### src/rtl/assert_macros.svh
// Assertion macros for RTL that checks itself; the top level includes them.
`ifndef ASSERT_MACROS_SVH
`define ASSERT_MACROS_SVH
`ifndef NO_ASSERTIONS
`define ASSERT_IMPLIES(label, clk, rst_n, ante, cons) \
    label: assert property (@(posedge clk) disable iff (!rst_n) (ante) |-> (cons)) \
        else $error("implication check failed");
`define ASSERT_NEXT(label, clk, rst_n, ante, cons) \
    label: assert property (@(posedge clk) disable iff (!rst_n) (ante) |=> (cons)) \
        else $error("next cycle check failed");
`else
`define ASSERT_IMPLIES(label, clk, rst_n, ante, cons)
`define ASSERT_NEXT(label, clk, rst_n, ante, cons)
`endif
`endif

### src/rtl/rost_pkg.sv
// Types and constants of the reliable ordered sequence tracker.
package rost_pkg;

    localparam logic [2:0] V_UNTRACKED = 3'd0;
    localparam logic [2:0] V_INORDER   = 3'd1;
    localparam logic [2:0] V_RETRANS   = 3'd2;
    localparam logic [2:0] V_DUP       = 3'd3;
    localparam logic [2:0] V_GAP       = 3'd4;
    localparam logic [2:0] V_KICK      = 3'd5;

    localparam logic [1:0] REG_BASE_TYPE = 2'd0;
    localparam logic [1:0] REG_MAX_DUPS  = 2'd1;
    localparam logic [1:0] REG_DUP_DECAY = 2'd2;

    localparam logic [7:0]  RST_BASE_TYPE = 8'd67;
    localparam logic [15:0] RST_MAX_DUPS  = 16'd1000;
    localparam logic [7:0]  RST_DUP_DECAY = 8'd10;

    typedef struct packed {
        logic [7:0]  msg_type;
        logic [15:0] seq_num;
    } t_in;

    typedef struct packed {
        logic [2:0]  verdict;
        logic        ack_valid;
        logic [7:0]  ack_type;
        logic [6:0]  ack_seq_low;
        logic [6:0]  ack_seq_high;
        logic [15:0] dup_count_out;
        logic        missing_overflow;
    } t_out;

    typedef struct packed {
        logic load;
        logic classify;
        logic scan_rd;
        logic scan_cmp;
        logic resolve;
        logic gap_step;
    } t_cmd;

    typedef struct packed {
        logic tracked;
        logic is_old;
        logic is_gap;
        logic scan_last;
        logic gap_done;
    } t_status;

endpackage

### src/rtl/rost_ctrl.sv
// Controller state machine of the sequence tracker.
module rost_ctrl import rost_pkg::*; (
    input  logic    i_clk,
    input  logic    i_rst_n,
    input  logic    i_start,
    input  t_status i_status,
    output t_cmd    o_cmd,
    output logic    o_busy,
    output logic    o_valid
);

    typedef enum logic [6:0] {
        S_IDLE     = 7'b0000001,
        S_CLASSIFY = 7'b0000010,
        S_SCAN_RD  = 7'b0000100,
        S_SCAN_CMP = 7'b0001000,
        S_RESOLVE  = 7'b0010000,
        S_GAP      = 7'b0100000,
        S_FINISH   = 7'b1000000
    } t_state;

    t_state r_state, n_state;

    always_ff @(posedge i_clk) begin
        if (!i_rst_n) begin
            r_state <= S_IDLE;
        end else begin
            r_state <= n_state;
        end
    end

    always_comb begin
        n_state = r_state;
        o_cmd   = '0;
        unique case (r_state)
            S_IDLE: begin
                if (i_start) begin
                    o_cmd.load = 1'b1;
                    n_state    = S_CLASSIFY;
                end
            end
            S_CLASSIFY: begin
                o_cmd.classify = 1'b1;
                if (!i_status.tracked) begin
                    n_state = S_FINISH;
                end else if (i_status.is_old) begin
                    n_state = S_SCAN_RD;
                end else if (i_status.is_gap) begin
                    n_state = S_GAP;
                end else begin
                    n_state = S_FINISH;
                end
            end
            S_SCAN_RD: begin
                o_cmd.scan_rd = 1'b1;
                n_state       = S_SCAN_CMP;
            end
            S_SCAN_CMP: begin
                o_cmd.scan_cmp = 1'b1;
                n_state        = i_status.scan_last ? S_RESOLVE : S_SCAN_RD;
            end
            S_RESOLVE: begin
                o_cmd.resolve = 1'b1;
                n_state       = S_FINISH;
            end
            S_GAP: begin
                o_cmd.gap_step = 1'b1;
                if (i_status.gap_done) begin
                    n_state = S_FINISH;
                end
            end
            S_FINISH: begin
                n_state = S_IDLE;
            end
            default: begin
                n_state = S_IDLE;
            end
        endcase
    end

    assign o_busy  = (r_state != S_IDLE);
    assign o_valid = (r_state == S_FINISH);

endmodule

### src/rtl/rost_dp.sv
// Datapath of the sequence tracker: registers, channel state and missing table.
module rost_dp import rost_pkg::*; #(
    parameter int CHANNELS      = 32,
    parameter int MISSING_DEPTH = 64
) (
    input  logic        i_clk,
    input  logic        i_rst_n,
    input  logic        i_cfg_we,
    input  logic [1:0]  i_cfg_idx,
    input  logic [15:0] i_cfg_data,
    input  t_in         i_in,
    input  t_cmd        i_cmd,
    output t_status     o_status,
    output t_out        o_out
);

    localparam int CW = (CHANNELS > 1) ? $clog2(CHANNELS) : 1;
    localparam int AW = $clog2(MISSING_DEPTH);
    localparam logic [AW-1:0] K_LAST  = AW'(MISSING_DEPTH - 1);
    localparam logic [AW:0]   S_FULL  = (AW+1)'(MISSING_DEPTH);
    localparam logic [8:0]    CH_CNT  = 9'(CHANNELS);

    logic [7:0]  r_base, r_decay;
    logic [15:0] r_max_dups;
    logic [7:0]  r_type;
    logic [15:0] r_seq;
    logic [15:0] r_dup;
    logic [2:0]  r_verdict;
    logic        r_ovf;
    logic        r_hit;
    logic [CW-1:0] r_ch;
    logic [AW-1:0] r_k;
    logic [AW:0]   r_slot;
    logic [16:0]   r_s;
    logic [15:0] r_last [CHANNELS];
    logic [MISSING_DEPTH-1:0] r_mvalid;
    logic [20:0] r_mem [MISSING_DEPTH];
    logic [20:0] r_rd;

    logic [8:0]    diff;
    logic [CW-1:0] ch;
    logic [15:0]   last;
    logic          tracked, is_old, is_gap;
    logic [15:0]   dup_inc;
    logic [15:0]   dup_dec;
    logic          ack;

    assign diff    = {1'b0, r_type} - {1'b0, r_base};
    assign tracked = (r_type >= r_base) && (diff < CH_CNT);
    assign ch      = diff[CW-1:0];
    assign last    = r_last[ch];
    assign is_old  = (r_seq <= last) && (last != 16'd0);
    assign is_gap  = {1'b0, r_seq} > ({1'b0, last} + 17'd2);
    assign dup_inc = (r_dup != 16'hFFFF) ? r_dup + 16'd1 : r_dup;
    assign dup_dec = (r_dup > {8'd0, r_decay}) ? r_dup - {8'd0, r_decay} : 16'd0;

    assign o_status.tracked   = tracked;
    assign o_status.is_old    = is_old;
    assign o_status.is_gap    = is_gap;
    assign o_status.scan_last = (r_k == K_LAST);
    assign o_status.gap_done  = (r_s >= {1'b0, r_seq}) || (r_slot == S_FULL);

    // Configuration registers, channel last numbers, duplicate count and missing table valid bits.
    always_ff @(posedge i_clk) begin
        if (!i_rst_n) begin
            r_base     <= RST_BASE_TYPE;
            r_max_dups <= RST_MAX_DUPS;
            r_decay    <= RST_DUP_DECAY;
            r_dup      <= '0;
            r_mvalid   <= '0;
            for (int i = 0; i < CHANNELS; i++) begin
                r_last[i] <= '0;
            end
        end else begin
            if (i_cfg_we) begin
                case (i_cfg_idx)
                    REG_BASE_TYPE: r_base     <= i_cfg_data[7:0];
                    REG_MAX_DUPS:  r_max_dups <= i_cfg_data;
                    REG_DUP_DECAY: r_decay    <= i_cfg_data[7:0];
                    default: ;
                endcase
            end
            if (i_cmd.classify && tracked && !is_old) begin
                r_last[ch] <= r_seq;
                if (!is_gap) begin
                    r_dup <= dup_dec;
                end
            end
            if (i_cmd.scan_cmp && r_mvalid[r_k] && (r_rd[20:16] == 5'(r_ch))
                    && (r_rd[15:0] == r_seq)) begin
                r_mvalid[r_k] <= 1'b0;
            end
            if (i_cmd.resolve && !r_hit) begin
                r_dup <= dup_inc;
            end
            if (i_cmd.gap_step && !o_status.gap_done && !r_mvalid[r_slot[AW-1:0]]) begin
                r_mvalid[r_slot[AW-1:0]] <= 1'b1;
            end
        end
    end

    // Item registers and sequencing counters.
    always_ff @(posedge i_clk) begin
        if (i_cmd.load) begin
            r_type <= i_in.msg_type;
            r_seq  <= i_in.seq_num;
        end
        if (i_cmd.classify) begin
            r_ch   <= ch;
            r_k    <= '0;
            r_slot <= '0;
            r_s    <= {1'b0, last} + 17'd2;
            r_hit  <= 1'b0;
            r_ovf  <= 1'b0;
            if (!tracked) begin
                r_verdict <= V_UNTRACKED;
            end else if (is_old) begin
                r_verdict <= V_DUP;
            end else if (is_gap) begin
                r_verdict <= V_GAP;
            end else begin
                r_verdict <= V_INORDER;
            end
        end
        if (i_cmd.scan_cmp) begin
            r_k <= r_k + AW'(1);
            if (r_mvalid[r_k] && (r_rd[20:16] == 5'(r_ch)) && (r_rd[15:0] == r_seq)) begin
                r_hit <= 1'b1;
            end
        end
        if (i_cmd.resolve) begin
            if (r_hit) begin
                r_verdict <= V_RETRANS;
            end else if (dup_inc >= r_max_dups) begin
                r_verdict <= V_KICK;
            end else begin
                r_verdict <= V_DUP;
            end
        end
        if (i_cmd.gap_step && !o_status.gap_done) begin
            if (r_mvalid[r_slot[AW-1:0]]) begin
                r_slot <= r_slot + (AW+1)'(1);
            end else begin
                r_slot <= r_slot + (AW+1)'(1);
                r_s    <= r_s + 17'd2;
            end
        end
        if (i_cmd.gap_step && (r_s < {1'b0, r_seq}) && (r_slot == S_FULL)) begin
            r_ovf <= 1'b1;
        end
    end

    // Missing table payload memory: one write port, one registered read port.
    always_ff @(posedge i_clk) begin
        if (i_cmd.gap_step && !o_status.gap_done && !r_mvalid[r_slot[AW-1:0]]) begin
            r_mem[r_slot[AW-1:0]] <= {5'(r_ch), r_s[15:0]};
        end
        if (i_cmd.scan_rd) begin
            r_rd <= r_mem[r_k];
        end
    end

    assign ack = (r_verdict != V_UNTRACKED) && (r_verdict != V_KICK);

    assign o_out.verdict          = r_verdict;
    assign o_out.ack_valid        = ack;
    assign o_out.ack_type         = ack ? r_type : 8'd0;
    assign o_out.ack_seq_low      = ack ? r_seq[7:1] : 7'd0;
    assign o_out.ack_seq_high     = ack ? r_seq[15:9] : 7'd0;
    assign o_out.dup_count_out    = r_dup;
    assign o_out.missing_overflow = r_ovf;

endmodule

### src/rtl/reliable_ordered_seq_tracker_unit.sv
// Top level of the reliable ordered sequence tracker.
//
// Usage: raise i_start with a message type and sequence number on i_in; the
// item is taken at a clock edge where i_start is high and o_busy is low.
// Exactly one result item follows on o_out, marked by o_valid for a single
// cycle; the receiver has no way to hold it off, so it must take it then.
// Steps from the accepting edge to the result cycle:
//   untracked and in-order items: classify, then result;
//   old numbers: classify, then a walk of the whole missing table memory
//   through its single read port, each entry read and then compared, then
//   resolve and result; gaps: classify, then table slots probed in turn
//   while recording the skipped numbers (at most MISSING_DEPTH), then result.
// One item is in flight at a time; o_busy stays high until the result cycle
// ends, so the next item is taken only once the block is back in idle. The
// configuration port (i_cfg_we, i_cfg_idx, i_cfg_data) writes a register at
// any edge with the write enable high, indexes above 2 do nothing.
// Reset restores the register defaults, clears every channel's last number,
// the duplicate count and all missing table valid bits together; there
// is no clearing pass.
module reliable_ordered_seq_tracker_unit import rost_pkg::*; #(
    parameter int CHANNELS      = 32,
    parameter int MISSING_DEPTH = 64
) (
    input  logic        i_clk,
    input  logic        i_rst_n,
    input  logic        i_start,
    input  t_in         i_in,
    output logic        o_busy,
    output logic        o_valid,
    output t_out        o_out,
    input  logic        i_cfg_we,
    input  logic [1:0]  i_cfg_idx,
    input  logic [15:0] i_cfg_data
);

`include "assert_macros.svh"

    t_cmd    cmd;
    t_status status;

    // The controller sequences each item; the datapath holds all item and table state.
    rost_ctrl u_ctrl (
        .i_clk    (i_clk),
        .i_rst_n  (i_rst_n),
        .i_start  (i_start),
        .i_status (status),
        .o_cmd    (cmd),
        .o_busy   (o_busy),
        .o_valid  (o_valid)
    );

    rost_dp #(
        .CHANNELS      (CHANNELS),
        .MISSING_DEPTH (MISSING_DEPTH)
    ) u_dp (
        .i_clk      (i_clk),
        .i_rst_n    (i_rst_n),
        .i_cfg_we   (i_cfg_we),
        .i_cfg_idx  (i_cfg_idx),
        .i_cfg_data (i_cfg_data),
        .i_in       (i_in),
        .i_cmd      (cmd),
        .o_status   (status),
        .o_out      (o_out)
    );

    // An accepted item is followed by a working cycle, never a result at once.
    `ASSERT_NEXT(a_accept_busy, i_clk, i_rst_n, i_start && !o_busy, o_busy && !o_valid)
    // A result lasts a single cycle and frees the block.
    `ASSERT_NEXT(a_valid_pulse, i_clk, i_rst_n, o_valid, !o_valid && !o_busy)
    // A kick never carries an acknowledge.
    `ASSERT_IMPLIES(a_kick_noack, i_clk, i_rst_n, o_valid && (o_out.verdict == V_KICK),
        !o_out.ack_valid)
    // Only gap items can report an overflow of the missing table.
    `ASSERT_IMPLIES(a_ovf_gap, i_clk, i_rst_n, o_valid && o_out.missing_overflow,
        o_out.verdict == V_GAP)

endmodule
### config.mk
export PLATFORM = sky130hd
export DESIGN_NAME = reliable_ordered_seq_tracker_unit
export DESIGN_NICKNAME = d
export VERILOG_FILES = /design/src/rtl/rost_pkg.sv /design/src/rtl/rost_ctrl.sv /design/src/rtl/rost_dp.sv /design/src/rtl/reliable_ordered_seq_tracker_unit.sv
export VERILOG_INCLUDE_DIRS = /design/src /design/src/rtl
export SDC_FILE = /design/constraint.sdc
export NUM_CORES = 2
export LEC_CHECK = 0
export BUFFER_PORTS_ARGS = -buffer_cell sky130_fd_sc_hd__buf_2
export CAP_MARGIN = 20
export CELL_PAD_IN_SITES_DETAIL_PLACEMENT = 0
export CELL_PAD_IN_SITES_GLOBAL_PLACEMENT = 1
export CORE_ASPECT_RATIO = 1.5
export CORE_MARGIN = 10
export CORE_UTILIZATION = 35
export CTS_CLUSTER_DIAMETER = 50
export DETAILED_ROUTE_END_ITERATION = 10
export GPL_ROUTABILITY_DRIVEN = 1
export PLACE_DENSITY_LB_ADDON = 0.1
export RECOVER_POWER = 50
export SYNTH_ARGS = -nofsm -noshare
export SYNTH_HDL_FRONTEND = slang
export SYNTH_SLANG_ARGS = --single-unit
### constraint.sdc
create_clock -name i_clk -period 7 [get_ports i_clk]
set_clock_uncertainty 0.1 [all_clocks]
set_input_delay 1.4 -clock i_clk [delete_from_list [all_inputs] [get_ports i_clk]]
set_output_delay 1.4 -clock i_clk [all_outputs]
set_load 0.01 [all_outputs]
==> run summary <==
Status - complete, but fails checks
Failing checks - capacitance limit, slew limit
Final HPWL DP - 191,200 um
Met2 usage - 0.4194
Final Hold Fails - 0
# setup viols final - 0
Chip width - 418.1 um
Hold Path Class - register to register
DR WL/cell - 33.94 um
GRT Max-Usage Layer - met2
Root Driver - clkbuf_16
CP Launch Type - register
Die height - 617.1 um
Slew Limit Headroom - -1.905
Most frequent cell on the critical path - buf_4
Area delta synth->final - 14.94%
DR DRC count - 0
P per Cell Area - 308.1 mW/mm^2
Starting Density - 0.3510
Cell count after synthesis - 5,476
Vias in the first global route - 51,259
Maximum Capacitance Violations - 27
Maximum clock path buffer count - 4
Layout cells sized above 1 - 0.1460
Vias post-DR - 51,555
Total Wirelength - 306,000 um
Fin crit period - 6.689 ns
Number of port buffers - 90
Crit share post-route - 0.9556
CTS tree - done
Yosys Warn Count - 0
Arrival time worst endpoint - 7.32 ns
Critical Path RT - 7.63 ns
Combinational power share - 0.115
Post-synth cell types - 94
Power, Total - 29.46 mW
GRT Resource Usage Total - 0.2304
Fraction of registers with async set/reset - 0
Slew @ Worst Pin - 4.358 ns
DRT Pass-1 Iters - 5
DRT antenna net count - 0
Core Util, Final - 0.4034
Max frequency - 149.5 MHz
Seq cells post-synth - 2,060
RR Startpoint - u_dp.r_type[0]
RSZ-0062 raised after global routing - no
Seq/Total Area, Yosys - 0.7271
Largest net degree at the start of global routing - 85
Clk network pwr share - 0.385
Reg clk slew, reported paths - 0.06 ns
GPL Wtd Cong - 0.8561
Setup TNS - 0 ns
Peak supply drop - 0.2108 mV
Syn nets - 5,610
Share of power burned in registers - 0.501
First-pass GRT wire length - 422,400 um
CTS Sinks - 2,060
Iteration-0 DRC Markers - 4,956
IO Pins - 91
Critical Path Sink Type - register
Critical Path Start - u_dp.r_type[0]
Worst path max stage delay - 0.47 ns
Top FF cell, synth - edfxtp_1
Site Rows - 219
Fin nets - 5,879
Crit Path Category - register to register
Sw Share - 0.2586
Post-DR vias/cell - 5.718
Hold Crit Start - u_dp.r_max_dups[2]
Total CTS buffers - 217
Hold buffers post-CTS - 0
LEAKAGE - 31.25 nW
GR met3 Demand/Resource - 0.02952
Congestion Overflow GR - 0
Psw - 7.619 mW
Slowest cell on the critical path - fa_4
Fin. max-slew vios - 1,630
Internal power - 21.84 mW
FF-to-FF setup slack - 0.31 ns
Initial antenna violation count - 14
Setup bufs post-CTS - 0
CP max FO - 14
H-tree Lvls - 4
Syn_area_per_cell - 15.19 sq um
Die Area - 0.2580 sq mm
Synthesized cell area - 0.08320 sq mm
Number of enable flip-flop cells after synthesis - 1,923
Met1 usage - 0.2773
Clock Latency Late Sink - 0.89 ns
Core Region - 0.2370 sq mm
==> cell families (layout without fill, tap and decap cells) <==
group / count (synthesis) / in the layout / synth area share
flops: 2060 / 2060 / 0.7271
compound gates: 1290 / 1290 / 0.1113
simple gates: 1228 / 1228 / 0.06712
buf+inv: 510 / 952 / 0.02576
mux: 238 / 238 / 0.04865
fa+ha+maj: 88 / 88 / 0.01341
xor+xnor: 62 / 62 / 0.006708
other cells: 0 / 4 / 0
==> worst paths after layout <==
kind	endpoint	depth (start not counted)
setup / recovery	u_dp.r_dup[8]	29
hold / removal	u_dp.r_max_dups[2]	2
setup reg to reg	u_dp.r_dup[8]	29
hold reg to reg	u_dp.r_max_dups[2]	2
==> synthesized netlist by cell type (all sizes together), types with 4 or more instances <==
| master | number | share of area |
|---|---|---|
| o31ai | 4 | 0.00036 |
| nand2 | 192 | 0.0087 |
| nand3b | 8 | 0.00072 |
| and2 | 12 | 0.00090 |
| a211oi | 7 | 0.00063 |
| a22oi | 410 | 0.037 |
| dfxtp | 137 | 0.033 |
| nor4 | 32 | 0.0025 |
| nand4 | 63 | 0.0048 |
| a221oi | 164 | 0.018 |
| nand3 | 132 | 0.0085 |
| o21a | 17 | 0.0015 |
| dlygate4sd1 | 4 | 0.00042 |
| edfxtp | 1923 | 0.69 |
| nand2b | 9 | 0.00077 |
| nor3b | 7 | 0.00069 |
| and3 | 23 | 0.0017 |
| and3b | 7 | 0.00074 |
| o22ai | 5 | 0.00038 |
| a21oi | 163 | 0.010 |
| o211a | 7 | 0.00084 |
| xor2 | 26 | 0.0028 |
| mux2 | 25 | 0.0034 |
| clkbuf | 227 | 0.010 |
| a32o | 8 | 0.00096 |
| or3 | 11 | 0.00083 |
| a32oi | 6 | 0.00063 |
| mux4 | 130 | 0.035 |
| nor3 | 30 | 0.0022 |
| or2 | 11 | 0.00086 |
| buf | 122 | 0.0080 |
| o21ai | 149 | 0.0090 |
| a31oi | 138 | 0.010 |
| nor2 | 656 | 0.030 |
| xnor2 | 36 | 0.0039 |
| and4 | 5 | 0.00053 |
| mux2i | 83 | 0.010 |
| o211ai | 12 | 0.0011 |
| inv | 156 | 0.0070 |
| ha | 86 | 0.013 |
| a21o | 23 | 0.0021 |
| a22o | 153 | 0.016 |
| nor2b | 22 | 0.0017 |
==> power by group through the flow <==
stage               Combinational [mW]  Sequential [mW]  Clock (mW)
floorplan                         1.22             15.2           0
global placement                  3.41             14.9           0
detailed placement                3.44             14.9           0
CTS                               3.45             14.6        11.6
global route                      3.57             14.8        12.0
finish                            3.38             14.8        11.3
==> flip-flops by register name (all words and copies together), names as in the netlist <==
signal,count
u_dp.r_s,17
u_dp.r_ovf,1
u_dp.r_dup,16
u_dp.r_seq,16
u_dp.r_mvalid,64
u_dp.r_mem,1344
u_dp.r_slot,7
u_dp.r_max_dups,16
u_dp.r_hit,1
u_dp.r_verdict,3
u_dp.r_type,8
u_dp.r_ch,5
u_dp.r_last,512
u_dp.r_k,6
u_dp.r_rd,21
u_ctrl.r_state,7
u_dp.r_base,8
u_dp.r_decay,8
==> area by class of cell <==
| type | instances | area (sq um) |
|---|---|---|
| sequential | 2060 | 60490 |
| clock inverter | 106 | 958.4 |
| timing repair buffer | 403 | 3019 |
| multi-input combinational | 2906 | 20850 |
| inverter | 157 | 590.6 |
| tap | 3094 | 3871 |
| antenna | 4 | 10.01 |
| clock buffer | 286 | 5828 |
| fill | 21785 | 141400 |
==> what timing repair did <==
action | 4_1_cts | 5_1_grt
hold endpoints to repair | 0 | 0
setup endpoints to repair | 99 | 205
pin swaps | 0 | 1
resized for setup | 1 | 4
==> critical path, delay by kind of cell, from the launching register on <==
kind                       cells  cell delay, ns
buffers and inverters          9            1.42
xor gates and xnor gates       2            0.35
AOI/OAI and AO/OA              9            2.17
adders and majority gates      3            0.97
and+or+nand+nor                6            1.15
DFF                            1            0.37
==> metal layers <==
layer,vias up,wire length [um]
li1,22197,-
met1,27194,117400
met2,1698,160500
met3,462,15510
met4,4,12470
met5,-,21
==> cell usage in the layout, fill, tap and decap left out, types with 35 or more instances in the layout <==
master / count
a22oi_1: 410
xnor2_1: 35
mux4_2: 130
buf_2: 46
inv_1: 152
o21ai_0: 111
clkinv_1: 44
clkbuf_16: 223
edfxtp_1: 1923
nand4_1: 62
ha_1: 85
nand2_1: 191
nor2_1: 650
clkbuf_1: 141
dfxtp_1: 136
a21oi_1: 161
a22o_1: 153
mux2i_1: 82
buf_4: 211
nand3_1: 127
a31oi_1: 138
a221oi_1: 156
==> per-stage QoR <==
stage / setup slack (ns) / instance area (sq um) / hold WS [ns] / instances
final: 0.3108 / 95620 / 0.3603 / 9016
after global routing: 0.006691 / 95620 / 0.3756 / 9013
after CTS: 0.07121 / 95820 / 0.3567 / 9009
after detailed placement: -0.1070 / 89030 / 0.3486 / 8617
after global placement: -0.1230 / 89010 / 0.3480 / 8614
after floorplan: 0.8112 / 83200 / 0.3269 / 5476
Note: power is estimated with default switching activity, not from simulation.
